[config.mk]
export PLATFORM = sky130hd
export DESIGN_NAME = unix_time_calendar_convert_flat
export DESIGN_NICKNAME = d
export VERILOG_FILES = /design/src/utcc_pkg.sv /design/src/utcc_req_if.sv /design/src/utcc_rsp_if.sv /design/src/unix_time_calendar_convert.sv /design/src/flat_wrapper.sv
export SDC_FILE = /design/constraint.sdc
export NUM_CORES = 2
export LEC_CHECK = 0
export BUFFER_PORTS_ARGS = -buffer_cell sky130_fd_sc_hd__buf_2
export CAP_MARGIN = 0
export CORE_MARGIN = 8
export CORE_UTILIZATION = 40
export CTS_BUF_LIST = sky130_fd_sc_hd__clkbuf_8
export DETAILED_ROUTE_END_ITERATION = 8
export PLACE_DENSITY = 0.58
export SLEW_MARGIN = 20
export SYNTH_ARGS = -nofsm -noshare
export SYNTH_HDL_FRONTEND = slang
export SYNTH_SLANG_ARGS = --single-unit
[constraint.sdc]
create_clock -name clk -period 22.7 [get_ports clk]
set_clock_uncertainty 0.1 [all_clocks]
set_input_delay 1.135 -clock clk [delete_from_list [all_inputs] [get_ports clk]]
set_output_delay 1.135 -clock clk [all_outputs]
set_load 0.01 [all_outputs]
[src/utcc_pkg.sv]
`default_nettype none
package utcc_pkg;

  // Command codes
  localparam logic CMD_TO_DATE = 1'b0;
  localparam logic CMD_TO_SECS = 1'b1;

  // Pipeline depth, input register to output register
  localparam int STAGES = 9;

  localparam int SEC_PER_DAY   = 86400;
  localparam int SEC_PER_HOUR  = 3600;
  localparam int SEC_PER_MIN   = 60;
  localparam int DAYS_PER_YEAR = 365;
  localparam int DAYS_PER_WEEK = 7;
  localparam int DAYS_PER_QUAD = 1461;

  // Days from 1900-01-01 to 1970-01-01 with 1900 counted as leap, plus the
  // one-based day offset
  localparam int DAYS_BIAS = 25569;

  // Seconds per day is 128 * 675, so divide by 675 after a 7 bit shift
  localparam int DAY_SHIFT = 7;
  localparam int DAY_ODD   = SEC_PER_DAY / (1 << DAY_SHIFT);

  // Reciprocals, floor(2^k / d), each low by less than one unit of the quotient
  localparam int RECIP_DAY_K  = 34;
  localparam int RECIP_DAY    = 25451658;
  localparam int RECIP_QUAD_K = 20;
  localparam int RECIP_QUAD   = 717;
  localparam int RECIP_WEEK_K = 18;
  localparam int RECIP_WEEK   = 37449;
  localparam int RECIP_HOUR_K = 22;
  localparam int RECIP_HOUR   = 1165;
  localparam int RECIP_MIN_K  = 16;
  localparam int RECIP_MIN    = 1092;

  localparam logic [30:0] SECONDS_MAX = 31'h7FFF_FFFF;

  // Cumulative days before each month, row = year mod 4, row 0 is the leap row
  localparam logic [8:0] CUM_DAYS [64] = '{
    9'd0, 9'd0, 9'd31, 9'd60, 9'd91, 9'd121, 9'd152, 9'd182,
    9'd213, 9'd244, 9'd274, 9'd305, 9'd335, 9'd366, 9'd0, 9'd0,
    9'd0, 9'd0, 9'd31, 9'd59, 9'd90, 9'd120, 9'd151, 9'd181,
    9'd212, 9'd243, 9'd273, 9'd304, 9'd334, 9'd365, 9'd0, 9'd0,
    9'd0, 9'd0, 9'd31, 9'd59, 9'd90, 9'd120, 9'd151, 9'd181,
    9'd212, 9'd243, 9'd273, 9'd304, 9'd334, 9'd365, 9'd0, 9'd0,
    9'd0, 9'd0, 9'd31, 9'd59, 9'd90, 9'd120, 9'd151, 9'd181,
    9'd212, 9'd243, 9'd273, 9'd304, 9'd334, 9'd365, 9'd0, 9'd0
  };

endpackage
`default_nettype wire

[src/utcc_req_if.sv]
`default_nettype none
interface utcc_req_if;
  logic              valid;
  logic              ready;
  logic              cmd;
  logic signed [31:0] seconds_in;
  logic        [7:0] year_in;
  logic        [3:0] month_in;
  logic        [4:0] day_in;
  logic        [4:0] hour_in;
  logic        [5:0] minute_in;
  logic        [5:0] second_in;

  modport source (
    output valid, cmd, seconds_in, year_in, month_in, day_in, hour_in, minute_in,
           second_in,
    input  ready
  );
  modport sink (
    input  valid, cmd, seconds_in, year_in, month_in, day_in, hour_in, minute_in,
           second_in,
    output ready
  );
endinterface
`default_nettype wire

[src/utcc_rsp_if.sv]
`default_nettype none
interface utcc_rsp_if;
  logic        valid;
  logic        ready;
  logic [30:0] seconds_out;
  logic  [7:0] year_out;
  logic  [3:0] month_out;
  logic  [4:0] day_out;
  logic  [2:0] weekday_out;
  logic  [4:0] hour_out;
  logic  [5:0] minute_out;
  logic  [5:0] second_out;

  modport source (
    output valid, seconds_out, year_out, month_out, day_out, weekday_out, hour_out,
           minute_out, second_out,
    input  ready
  );
  modport sink (
    input  valid, seconds_out, year_out, month_out, day_out, weekday_out, hour_out,
           minute_out, second_out,
    output ready
  );
endinterface
`default_nettype wire

[src/unix_time_calendar_convert.sv]
// An accepted request beat passes through stage registers 1 to 9 to its response beat.
// Throughput: one beat per cycle while rsp.ready holds; the nine stages each hold one
// item and close up bubbles, so a stalled response holds back only full stages.
// Stage depth is set by one constant-reciprocal multiply or one correction each.
// Reset (rst, synchronous) clears all stage valid bits; data registers are not reset.
`default_nettype none
module unix_time_calendar_convert
  import utcc_pkg::*;
(
  input  wire logic   clk,
  input  wire logic   rst,
  utcc_req_if.sink    req,
  utcc_rsp_if.source  rsp
);

  logic [STAGES:1] v;
  logic [STAGES:1] en;

  // Advance a stage when it is empty or its successor advances
  always_comb begin
    en[STAGES] = !v[STAGES] || rsp.ready;
    for (int i = STAGES - 1; i >= 1; i--) begin
      en[i] = !v[i] || en[i+1];
    end
  end

  assign req.ready = en[1];
  assign rsp.valid = v[STAGES];

  always_ff @(posedge clk) begin
    if (rst) begin
      v <= '0;
    end else begin
      if (en[1]) v[1] <= req.valid;
      for (int i = 2; i <= STAGES; i++) begin
        if (en[i]) v[i] <= v[i-1];
      end
    end
  end

  // ---------------- stage 1: clamp, day quotient estimate, day count ----------
  logic        s1_cmd;
  logic [23:0] s1_x;
  logic [14:0] s1_q;
  logic  [6:0] s1_tlo;
  logic signed [17:0] s1_days;
  logic  [4:0] s1_hour;
  logic  [5:0] s1_min;
  logic  [5:0] s1_sec;

  logic [30:0] t_clamp;
  logic [48:0] day_prod;
  logic  [5:0] cum_idx;
  logic [16:0] days_pos;

  always_comb begin
    t_clamp  = req.seconds_in[31] ? '0 : req.seconds_in[30:0];
    day_prod = 49'(t_clamp[30:DAY_SHIFT]) * 49'(RECIP_DAY);
    cum_idx  = {req.year_in[1:0], req.month_in};
    days_pos = 17'(req.year_in) * 17'(DAYS_PER_YEAR)
             + 17'((9'(req.year_in) + 9'd3) >> 2)
             + 17'(CUM_DAYS[cum_idx])
             + 17'(req.day_in);
  end

  always_ff @(posedge clk) begin
    if (en[1]) begin
      s1_cmd  <= req.cmd;
      s1_x    <= t_clamp[30:DAY_SHIFT];
      s1_q    <= day_prod[48:RECIP_DAY_K];
      s1_tlo  <= t_clamp[DAY_SHIFT-1:0];
      s1_days <= $signed({1'b0, days_pos}) - 18'(DAYS_BIAS);
      s1_hour <= req.hour_in;
      s1_min  <= req.minute_in;
      s1_sec  <= req.second_in;
    end
  end

  // ---------------- stage 2: day remainder, seconds products ------------------
  logic        s2_cmd;
  logic [14:0] s2_q;
  logic [10:0] s2_r;
  logic  [6:0] s2_tlo;
  logic signed [35:0] s2_dsec;
  logic [16:0] s2_hms;

  logic [24:0] day_rem;

  always_comb begin
    day_rem = 25'(s1_x) - 25'(s1_q) * 25'(DAY_ODD);
  end

  always_ff @(posedge clk) begin
    if (en[2]) begin
      s2_cmd  <= s1_cmd;
      s2_q    <= s1_q;
      s2_r    <= day_rem[10:0];
      s2_tlo  <= s1_tlo;
      s2_dsec <= s1_days * 18'sd86400;
      s2_hms  <= 17'(s1_hour) * 17'(SEC_PER_HOUR) + 17'(s1_min) * 17'(SEC_PER_MIN)
               + 17'(s1_sec);
    end
  end

  // ---------------- stage 3: correct day quotient, total and saturate ---------
  logic        s3_cmd;
  logic [14:0] s3_dse;
  logic [16:0] s3_sod;
  logic [30:0] s3_secs;

  logic signed [36:0] total;
  logic [30:0] secs_sat;
  logic [10:0] r_fix;
  logic [14:0] dse_fix;

  always_comb begin
    total = 37'(s2_dsec) + $signed({20'd0, s2_hms});
    if (total < 0) secs_sat = '0;
    else if (total > $signed({6'd0, SECONDS_MAX})) secs_sat = SECONDS_MAX;
    else secs_sat = total[30:0];
    if (s2_r >= 11'(DAY_ODD)) begin
      r_fix   = s2_r - 11'(DAY_ODD);
      dse_fix = s2_q + 15'd1;
    end else begin
      r_fix   = s2_r;
      dse_fix = s2_q;
    end
  end

  always_ff @(posedge clk) begin
    if (en[3]) begin
      s3_cmd  <= s2_cmd;
      s3_dse  <= dse_fix;
      s3_sod  <= {r_fix[9:0], s2_tlo};
      s3_secs <= (s2_cmd == CMD_TO_SECS) ? secs_sat : '0;
    end
  end

  // ---------------- stage 4: quotient estimates for quad, week, hour ----------
  logic        s4_cmd;
  logic [30:0] s4_secs;
  logic [14:0] s4_dp;
  logic [14:0] s4_wv;
  logic [16:0] s4_sod;
  logic  [4:0] s4_c0;
  logic [12:0] s4_w0;
  logic  [5:0] s4_h0;

  logic [14:0] dp;
  logic [14:0] wv;
  logic [24:0] quad_prod;
  logic [30:0] week_prod;
  logic [27:0] hour_prod;

  always_comb begin
    dp        = s3_dse + 15'(DAYS_PER_YEAR);
    wv        = s3_dse + 15'd4;
    quad_prod = 25'(dp) * 25'(RECIP_QUAD);
    week_prod = 31'(wv) * 31'(RECIP_WEEK);
    hour_prod = 28'(s3_sod) * 28'(RECIP_HOUR);
  end

  always_ff @(posedge clk) begin
    if (en[4]) begin
      s4_cmd  <= s3_cmd;
      s4_secs <= s3_secs;
      s4_dp   <= dp;
      s4_wv   <= wv;
      s4_sod  <= s3_sod;
      s4_c0   <= quad_prod[24:RECIP_QUAD_K];
      s4_w0   <= week_prod[30:RECIP_WEEK_K];
      s4_h0   <= hour_prod[27:RECIP_HOUR_K];
    end
  end

  // ---------------- stage 5: remainders ---------------------------------------
  logic        s5_cmd;
  logic [30:0] s5_secs;
  logic  [4:0] s5_c0;
  logic [11:0] s5_r1;
  logic  [3:0] s5_rw;
  logic  [5:0] s5_h0;
  logic [12:0] s5_rh;

  logic [14:0] quad_rem;
  logic [14:0] week_rem;
  logic [16:0] hour_rem;

  always_comb begin
    quad_rem = s4_dp - 15'(s4_c0) * 15'(DAYS_PER_QUAD);
    week_rem = s4_wv - 15'(s4_w0) * 15'(DAYS_PER_WEEK);
    hour_rem = s4_sod - 17'(s4_h0) * 17'(SEC_PER_HOUR);
  end

  always_ff @(posedge clk) begin
    if (en[5]) begin
      s5_cmd  <= s4_cmd;
      s5_secs <= s4_secs;
      s5_c0   <= s4_c0;
      s5_r1   <= quad_rem[11:0];
      s5_rw   <= week_rem[3:0];
      s5_h0   <= s4_h0;
      s5_rh   <= hour_rem[12:0];
    end
  end

  // ---------------- stage 6: correct quad, weekday, hour ----------------------
  logic        s6_cmd;
  logic [30:0] s6_secs;
  logic  [4:0] s6_c;
  logic [10:0] s6_r;
  logic  [2:0] s6_wday;
  logic  [4:0] s6_hour;
  logic [11:0] s6_rem;

  logic  [4:0] c_fix;
  logic [11:0] r1_fix;
  logic  [3:0] rw_fix;
  logic  [5:0] h_fix;
  logic [12:0] rh_fix;

  always_comb begin
    if (s5_r1 >= 12'(DAYS_PER_QUAD)) begin
      c_fix  = s5_c0 + 5'd1;
      r1_fix = s5_r1 - 12'(DAYS_PER_QUAD);
    end else begin
      c_fix  = s5_c0;
      r1_fix = s5_r1;
    end
    rw_fix = (s5_rw >= 4'(DAYS_PER_WEEK)) ? s5_rw - 4'(DAYS_PER_WEEK) : s5_rw;
    if (s5_rh >= 13'(SEC_PER_HOUR)) begin
      h_fix  = s5_h0 + 6'd1;
      rh_fix = s5_rh - 13'(SEC_PER_HOUR);
    end else begin
      h_fix  = s5_h0;
      rh_fix = s5_rh;
    end
  end

  always_ff @(posedge clk) begin
    if (en[6]) begin
      s6_cmd  <= s5_cmd;
      s6_secs <= s5_secs;
      s6_c    <= c_fix;
      s6_r    <= r1_fix[10:0];
      s6_wday <= rw_fix[2:0] + 3'd1;
      s6_hour <= h_fix[4:0];
      s6_rem  <= rh_fix[11:0];
    end
  end

  // ---------------- stage 7: year within quad, minute estimate ----------------
  logic        s7_cmd;
  logic [30:0] s7_secs;
  logic  [7:0] s7_year;
  logic  [8:0] s7_dyr;
  logic  [2:0] s7_wday;
  logic  [4:0] s7_hour;
  logic [11:0] s7_rem;
  logic  [5:0] s7_m0;

  logic  [1:0] yic;
  logic [10:0] dyr_w;
  logic [21:0] min_prod;

  always_comb begin
    if (s6_r >= 11'(3 * DAYS_PER_YEAR)) yic = 2'd3;
    else if (s6_r >= 11'(2 * DAYS_PER_YEAR)) yic = 2'd2;
    else if (s6_r >= 11'(DAYS_PER_YEAR)) yic = 2'd1;
    else yic = 2'd0;
    dyr_w    = s6_r - 11'(yic) * 11'(DAYS_PER_YEAR);
    min_prod = 22'(s6_rem) * 22'(RECIP_MIN);
  end

  always_ff @(posedge clk) begin
    if (en[7]) begin
      s7_cmd  <= s6_cmd;
      s7_secs <= s6_secs;
      s7_year <= 8'd69 + {1'b0, s6_c, 2'b00} + 8'(yic);
      s7_dyr  <= dyr_w[8:0];
      s7_wday <= s6_wday;
      s7_hour <= s6_hour;
      s7_rem  <= s6_rem;
      s7_m0   <= min_prod[21:RECIP_MIN_K];
    end
  end

  // ---------------- stage 8: month search, second remainder -------------------
  logic        s8_cmd;
  logic [30:0] s8_secs;
  logic  [7:0] s8_year;
  logic  [3:0] s8_month;
  logic  [8:0] s8_dyr;
  logic  [2:0] s8_wday;
  logic  [4:0] s8_hour;
  logic  [5:0] s8_m0;
  logic  [6:0] s8_rs;

  logic  [3:0] mon;
  logic [11:0] sec_rem;

  // Count month starts already passed; the table row rises monotonically
  always_comb begin
    mon = 4'd1;
    for (int k = 2; k <= 12; k++) begin
      if (s7_dyr >= CUM_DAYS[{s7_year[1:0], 4'(k)}]) mon = mon + 4'd1;
    end
    sec_rem = s7_rem - 12'(s7_m0) * 12'(SEC_PER_MIN);
  end

  always_ff @(posedge clk) begin
    if (en[8]) begin
      s8_cmd   <= s7_cmd;
      s8_secs  <= s7_secs;
      s8_year  <= s7_year;
      s8_month <= mon;
      s8_dyr   <= s7_dyr;
      s8_wday  <= s7_wday;
      s8_hour  <= s7_hour;
      s8_m0    <= s7_m0;
      s8_rs    <= sec_rem[6:0];
    end
  end

  // ---------------- stage 9: day of month, minute fix, output register -------
  logic [30:0] s9_secs;
  logic  [7:0] s9_year;
  logic  [3:0] s9_month;
  logic  [4:0] s9_day;
  logic  [2:0] s9_wday;
  logic  [4:0] s9_hour;
  logic  [5:0] s9_min;
  logic  [5:0] s9_sec;

  logic [8:0] dom;
  logic [5:0] min_fix;
  logic [6:0] sec_fix;
  logic       is_date;

  always_comb begin
    dom     = s8_dyr - CUM_DAYS[{s8_year[1:0], s8_month}] + 9'd1;
    min_fix = (s8_rs >= 7'(SEC_PER_MIN)) ? s8_m0 + 6'd1 : s8_m0;
    sec_fix = (s8_rs >= 7'(SEC_PER_MIN)) ? s8_rs - 7'(SEC_PER_MIN) : s8_rs;
    is_date = (s8_cmd == CMD_TO_DATE);
  end

  always_ff @(posedge clk) begin
    if (en[9]) begin
      s9_secs  <= s8_secs;
      s9_year  <= is_date ? s8_year : '0;
      s9_month <= is_date ? s8_month : '0;
      s9_day   <= is_date ? dom[4:0] : '0;
      s9_wday  <= is_date ? s8_wday : '0;
      s9_hour  <= is_date ? s8_hour : '0;
      s9_min   <= is_date ? min_fix : '0;
      s9_sec   <= is_date ? sec_fix[5:0] : '0;
    end
  end

  assign rsp.seconds_out = s9_secs;
  assign rsp.year_out    = s9_year;
  assign rsp.month_out   = s9_month;
  assign rsp.day_out     = s9_day;
  assign rsp.weekday_out = s9_wday;
  assign rsp.hour_out    = s9_hour;
  assign rsp.minute_out  = s9_min;
  assign rsp.second_out  = s9_sec;

  // ---------------- assertions -------------------------------------------------
  a_accept_fills: assert property (@(posedge clk) disable iff (rst)
    req.valid && req.ready |=> v[1])
    else $error("accepted beat did not enter stage 1");

  a_ready_only_full: assert property (@(posedge clk) disable iff (rst)
    !req.ready |-> (&v) && !rsp.ready)
    else $error("request stalled while the pipeline has room");

  a_time_range: assert property (@(posedge clk) disable iff (rst)
    v[6] && s6_cmd == CMD_TO_DATE |-> s6_hour <= 5'd23 && s6_rem < 12'(SEC_PER_HOUR)
      && s6_wday >= 3'd1)
    else $error("hour split out of range");

  a_month_range: assert property (@(posedge clk) disable iff (rst)
    v[8] && s8_cmd == CMD_TO_DATE |-> s8_month >= 4'd1 && s8_month <= 4'd12
      && s8_dyr <= 9'(DAYS_PER_YEAR))
    else $error("month search out of range");

endmodule
`default_nettype wire

[src/flat_wrapper.sv]
// flat-port wrapper written by rule: the top's interface ports become plain ports
module unix_time_calendar_convert_flat import utcc_pkg::*;
  (clk, rst, req_valid, req_cmd, req_seconds_in, req_year_in, req_month_in, req_day_in, req_hour_in, req_minute_in, req_second_in, req_ready, rsp_valid, rsp_seconds_out, rsp_year_out, rsp_month_out, rsp_day_out, rsp_weekday_out, rsp_hour_out, rsp_minute_out, rsp_second_out, rsp_ready);
  utcc_req_if req_i ();
  utcc_rsp_if rsp_i ();
  input  wire logic clk;
  input  wire logic rst;
  input wire logic [$bits(req_i.valid)-1:0] req_valid;
  input wire logic [$bits(req_i.cmd)-1:0] req_cmd;
  input wire logic [$bits(req_i.seconds_in)-1:0] req_seconds_in;
  input wire logic [$bits(req_i.year_in)-1:0] req_year_in;
  input wire logic [$bits(req_i.month_in)-1:0] req_month_in;
  input wire logic [$bits(req_i.day_in)-1:0] req_day_in;
  input wire logic [$bits(req_i.hour_in)-1:0] req_hour_in;
  input wire logic [$bits(req_i.minute_in)-1:0] req_minute_in;
  input wire logic [$bits(req_i.second_in)-1:0] req_second_in;
  output wire logic [$bits(req_i.ready)-1:0] req_ready;
  output wire logic [$bits(rsp_i.valid)-1:0] rsp_valid;
  output wire logic [$bits(rsp_i.seconds_out)-1:0] rsp_seconds_out;
  output wire logic [$bits(rsp_i.year_out)-1:0] rsp_year_out;
  output wire logic [$bits(rsp_i.month_out)-1:0] rsp_month_out;
  output wire logic [$bits(rsp_i.day_out)-1:0] rsp_day_out;
  output wire logic [$bits(rsp_i.weekday_out)-1:0] rsp_weekday_out;
  output wire logic [$bits(rsp_i.hour_out)-1:0] rsp_hour_out;
  output wire logic [$bits(rsp_i.minute_out)-1:0] rsp_minute_out;
  output wire logic [$bits(rsp_i.second_out)-1:0] rsp_second_out;
  input wire logic [$bits(rsp_i.ready)-1:0] rsp_ready;
  assign req_i.valid = req_valid;
  assign req_i.cmd = req_cmd;
  assign req_i.seconds_in = req_seconds_in;
  assign req_i.year_in = req_year_in;
  assign req_i.month_in = req_month_in;
  assign req_i.day_in = req_day_in;
  assign req_i.hour_in = req_hour_in;
  assign req_i.minute_in = req_minute_in;
  assign req_i.second_in = req_second_in;
  assign req_ready = req_i.ready;
  assign rsp_valid = rsp_i.valid;
  assign rsp_seconds_out = rsp_i.seconds_out;
  assign rsp_year_out = rsp_i.year_out;
  assign rsp_month_out = rsp_i.month_out;
  assign rsp_day_out = rsp_i.day_out;
  assign rsp_weekday_out = rsp_i.weekday_out;
  assign rsp_hour_out = rsp_i.hour_out;
  assign rsp_minute_out = rsp_i.minute_out;
  assign rsp_second_out = rsp_i.second_out;
  assign rsp_i.ready = rsp_ready;
  unix_time_calendar_convert u_core (.clk(clk), .rst(rst), .req(req_i), .rsp(rsp_i));
endmodule
-- Word level (Yosys, flattened, before mapping)
Memory sizes are Yosys's and may differ from the RTL's.
Index checks and enable logic that the tools add are counted.
- input port bits: 71
- bits in read-only memories: 7488
- logic and storage cells: 260
- flip-flop bits (word level): 654
- memories: 13
- memory list (memory ; words ; width ; read ports ; clocked after memory_dff ; write ports ; line ; RTL):
    (no name shown) ; 64 ; 9 ; 1 ; 0 ; 0 ; unix_time_calendar_convert.sv:306 ; if (s7_dyr >= CUM_DAYS[{s7_year[1:0], 4'(k)}]) mon = mon + 4'd1;
    (no name shown) ; 64 ; 9 ; 1 ; 0 ; 0 ; unix_time_calendar_convert.sv:306 ;
    (no name shown) ; 64 ; 9 ; 1 ; 0 ; 0 ; unix_time_calendar_convert.sv:306 ;
    (no name shown) ; 64 ; 9 ; 1 ; 0 ; 0 ; unix_time_calendar_convert.sv:306 ;
    (no name shown) ; 64 ; 9 ; 1 ; 0 ; 0 ; unix_time_calendar_convert.sv:306 ;
    (no name shown) ; 64 ; 9 ; 1 ; 0 ; 0 ; unix_time_calendar_convert.sv:306 ;
    7 more memories ; - ; - ; - ; - ; - ; - ;
- reductions and logical operators: 19
- magnitude comparators: 34
- muxes and demuxes: 51
- bitwise operators: 14
- add/subtract/negate cells: 40
- $mul: 15
- operator list (operator ; number):
    9-bit 2-to-1 mux ; 24
    9-bit >= comparator ; 11
    7-bit >= comparator, second input constant ; 13
    6-bit NOT with 7-bit output ; 13
    31-bit 2-to-1 mux ; 2
    24-bit by 24-bit multiplier with 48-bit output, second input constant ; 1
    4-bit 2-to-1 mux ; 10
    36-bit by 18-bit adder with 37-bit output ; 1
    37-bit by 32-bit > comparator with 1-bit output, second input constant ; 1
    37-bit by 1-bit less-than comparator with 1-bit output, second input constant ; 1
    4-bit by 1-bit adder with 4-bit output, second input constant ; 9
    15-bit by 16-bit multiplier with 31-bit output, second input constant ; 1
    18-bit by 11-bit multiplier with 29-bit output, second input constant ; 1
    17-bit by 11-bit multiplier with 28-bit output, second input constant ; 1
    15-bit by 10-bit multiplier with 25-bit output, second input constant ; 1
    11-bit by 10-bit >= comparator with 1-bit output, second input constant ; 2
    12-bit by 9-bit multiplier with 20-bit output, second input constant ; 1
    5-bit 2-to-1 mux ; 4
    17-bit by 15-bit subtractor with 18-bit output, second input constant ; 1
    17-bit by 12-bit adder with 17-bit output ; 1
    17-bit by 15-bit adder with 17-bit output ; 1
    17-bit by 5-bit adder with 17-bit output ; 1
    17-bit by 6-bit adder with 17-bit output ; 1
    17-bit by 9-bit adder with 17-bit output ; 1
    other kinds (49) ; 70

-- Depth between registers and ports, before layout
- depth after elaboration: 26
- gate-level depth with buffers: 31
- depth with buffers taken out: 31

-- Worst setup path after synthesis
No wires, ideal clock.
- path kind: input port to flip-flop
- start point: input req_seconds_in[31]
- end point: register u_core.s1_q[12] (data pin)
- data arrival time: 7.589 ns
- setup slack: 14.753 ns
- stages: 26
- cell sequence: clkbuf_1 > clkbuf_1 > clkbuf_1 > nor2b_1 > fa_1 > ha_1 > inv_1 > fa_1 > inv_1 > fa_1 > fa_1 > fa_1 > inv_1 > fa_1 > inv_1 > ha_1 > nand2_1 > nor3_1 > and4_1 > nand4_1 > o211a_1 > a31oi_1 > a31oi_1 > a21boi_0 > a21oi_1 > xnor2_1
- longest elaborated chain between the ends: 2
- ends and longest elaborated chain (what ; line ; RTL):
    start, declared ; flat_wrapper.sv:10 ; input wire logic [$bits(req_i.seconds_in)-1:0] req_seconds_in;
    31-bit 2-to-1 mux ; unix_time_calendar_convert.sv:57 ; t_clamp = req.seconds_in[31] ? '0 : req.seconds_in[30:0];
    24-bit by 24-bit multiplier with 48-bit output ; unix_time_calendar_convert.sv:58 ; day_prod = 49'(t_clamp[30:DAY_SHIFT]) * 49'(RECIP_DAY);
    via u_core.day_prod[46] ; unix_time_calendar_convert.sv:52 ; logic [48:0] day_prod;
    end signal, assigned ; unix_time_calendar_convert.sv:70 ; s1_q <= day_prod[48:RECIP_DAY_K];
    end, declared ; unix_time_calendar_convert.sv:44 ; logic [14:0] s1_q;
The timed path passes the listed nets, and every way through them passes these cells.
A chain may end at the register's enable or synchronous reset.

-- Worst setup path after layout
- start point: input req_seconds_in[31]
- end point: register u_core.s1_q[2] (data pin)
- longest elaborated chain between the ends: 2
- ends and longest elaborated chain (what ; line ; RTL):
    31-bit 2-to-1 mux ; unix_time_calendar_convert.sv:57 ;
    via u_core.t_clamp[9] ; unix_time_calendar_convert.sv:51 ; logic [30:0] t_clamp;
    24-bit by 24-bit multiplier with 48-bit output ; unix_time_calendar_convert.sv:58 ;
    via u_core.day_prod[36] ; unix_time_calendar_convert.sv:52 ;
The timed path passes the listed nets, and every way through them passes these cells.

==> flow_summary.json <==
{
  "final.setup.tns_ns": 0,
  "synthesis.area_um2": 52000,
  "drt_pre_antenna_iters": 5,
  "fin_crit_ns": 7.98,
  "clk_pin_slew_ns": 0.07,
  "first_iter_violations": 1179,
  "grt_usage_pct": 14.2,
  "placed_area_um2": 54900,
  "synth-seq-cells": 645,
  "criticalPathCategory": "in2reg",
  "final_common_cell": "inv_1",
  "grt_antenna_before_repair": 5,
  "dp_hpwl_mm": 79.9,
  "drv_cap": 0,
  "postCtsSetupRepairBufs": 0,
  "synthFlopType": "edfxtp_1",
  "hold_class": "reg2reg",
  "end_kind": "flop",
  "critPathLaunch": "req_seconds_in[31]",
  "ctsRootBufferMaster": "clkbuf_8",
  "rows": 132,
  "ys_types": 78,
  "finalSetupViolCount": 0,
  "syn2layout_area_growth_pct": 9.68,
  "die_x_um": 376,
  "start_util_pct": 40.2,
  "cp-start-kind": "primary input",
  "synth_edf_count": 636,
  "clockBufferDepth": 3,
  "status": "finished, final reports clean",
  "die_h_um": 376,
  "cts_hold_buf": 0,
  "crit_buf_inv": 7,
  "worst_pin_slew_ns": 1.14,
  "die_area_um2": 142000,
  "gp_congestion": 0.848,
  "final_max_slew_viol_count": 0,
  "yosys_warnings": 0,
  "routed_via_density": 4.68,
  "grt_pass1_vias": 32500,
  "overflow": 0,
  "drive_above_1_share_pct": 7.28,
  "syn_inst": 4425,
  "routed_wl_mm": 98.6,
  "finalHoldViolCount": 0,
  "wl_per_cell_um": 15.2,
  "relSlewSlack_pct": 23.5,
  "worst_path_most_repeated_cell": "inv_1",
  "rsz0062_at_grt": "no",
  "cts_tree": "done",
  "cts_resized": 0,
  "arrival_ns": 8.40,
  "numCtsBuffers": 107,
  "fmax_ghz": 0.125,
  "core-area_um2": 129000,
  "drc": 0,
  "regToRegStartpoint": "u_core.s7_year[1]$_DFFE_PP_",
  "ys_seq_area_share_pct": 37.1,
  "rrSetupSlack_ns": 15.43,
  "io_pins": 141,
  "async_flop_share_pct": 0,
  "clk_latency_ns": 0.77,
  "ctsHtreeMaxLevel": 3,
  "fin_area_um2": 57000,
  "grt_pass1_wl_mm": 164,
  "crit_fanout": 45,
  "synth_fp_nets": 5828,
  "io_buffers": 140,
  "crit_required_ns": 23.12,
  "mostFrequentLayoutCells": "inv_1 (981), ha_1 (946), edfxtp_1 (636), fa_1 (386), xnor2_1 (233)",
  "cts.sinks": 645,
  "avgSynthCellArea_um2": 11.7,
  "drt.antenna.violating_nets": 0,
  "final_nets": 6049,
  "hold_path_startpoint": "u_core.s7_secs[28]$_DFFE_PP_",
  "slowest_stage": "nor2b_1",
  "grt_max_degree": 72,
  "num_vias": 30300,
  "cp_top_family": "adder cells",
  "max_stage_delay_ns": 0.79,
  "period_share_pct": 35.2
}
==> cells by family (layout without fill, tap and decap cells) <==
logic type	Yosys count	in the layout	synth area share, %
flip-flops	645	645	37.1
buffers and inverters	1002	1302	7.26
AND/OR/NAND/NOR	591	591	5.64
adder cells (fa/ha/maj)	1332	1332	37.6
other	0	3	0
multiplexers	22	22	0.491
XOR/XNOR	348	348	5.96
AO/OA/AOI/OAI	485	485	5.93
==> worst paths after layout <==
check	endpoint	cells after the start
hold reg to reg	u_core.s8_secs[28]$_DFFE_PP_	0
hold / removal	u_core.s8_secs[28]$_DFFE_PP_	0
setup / recovery	u_core.s1_q[2]$_DFFE_PP_	25
setup reg to reg	u_core.s8_month[1]$_DFFE_PP_	27
==> synthesized netlist by cell type (21+ instances only) <==
cell,number,area [um^2]
inv_1,955,3580
clkbuf_1,39,146
nor2_1,167,627
nor3_1,33,165
xor2_1,110,963
edfxtp_1,636,19100
nand2b_1,36,225
nand3_1,45,225
o21bai_1,28,210
nand2_1,124,465
and3_1,21,131
fa_1,386,7730
o21ai_0,69,345
a21o_1,65,488
ha_1,946,11800
nor2b_1,74,463
a21oi_1,196,981
xnor2_1,234,2050
nand4_1,27,169
==> flip-flops by register name (all words and copies together), names as in the netlist, 29 cells and up <==
signal	cells
u_core.s7_secs	31
u_core.s4_secs	31
u_core.rsp.seconds_out	31
u_core.s8_secs	31
u_core.s2_dsec	29
u_core.s6_secs	31
u_core.s5_secs	31
u_core.s3_secs	31
==> through the flow <==
| stage | hold WS, ns | util [%] | worst slack (ns) | std cells |
|---|---|---|---|---|
| after global routing | 0.301 | 44.1 | 14.37 | 6468 |
| after CTS | 0.311 | 44.1 | 14.82 | 6467 |
| after floorplan | 0.300 | - | 14.75 | 4425 |
| after detailed placement | 0.305 | 42.4 | 13.95 | 6279 |
| final | 0.312 | 44.1 | 14.72 | 6470 |
| after global placement | 0.300 | 42.4 | 14.08 | 6279 |
==> cell type report <==
type                       instances  area [um^2]
tap                             1742         2180
clock buffer                     107         1470
timing repair buffer             158          836
sequential                       645        19300
antenna                            3         7.51
inverter                         956         3590
multi-input combinational       2778        29000
clock inverter                    81          663
fill                           12100        72300
==> routing by layer <==
metal | GRT usage [%] | vias up | routed length [um]
li1 | - | 15300 | -
met1 | 18.5 | 14500 | 46500
met2 | 24.5 | 387 | 46400
met3 | 2.19 | 131 | 3470
met4 | 3.92 | 2 | 2200
met5 | 0 | - | 13
Power is left out: the tool's default activity adds up to more than one toggle a clock period on the data nets, which glitch-free logic cannot reach.
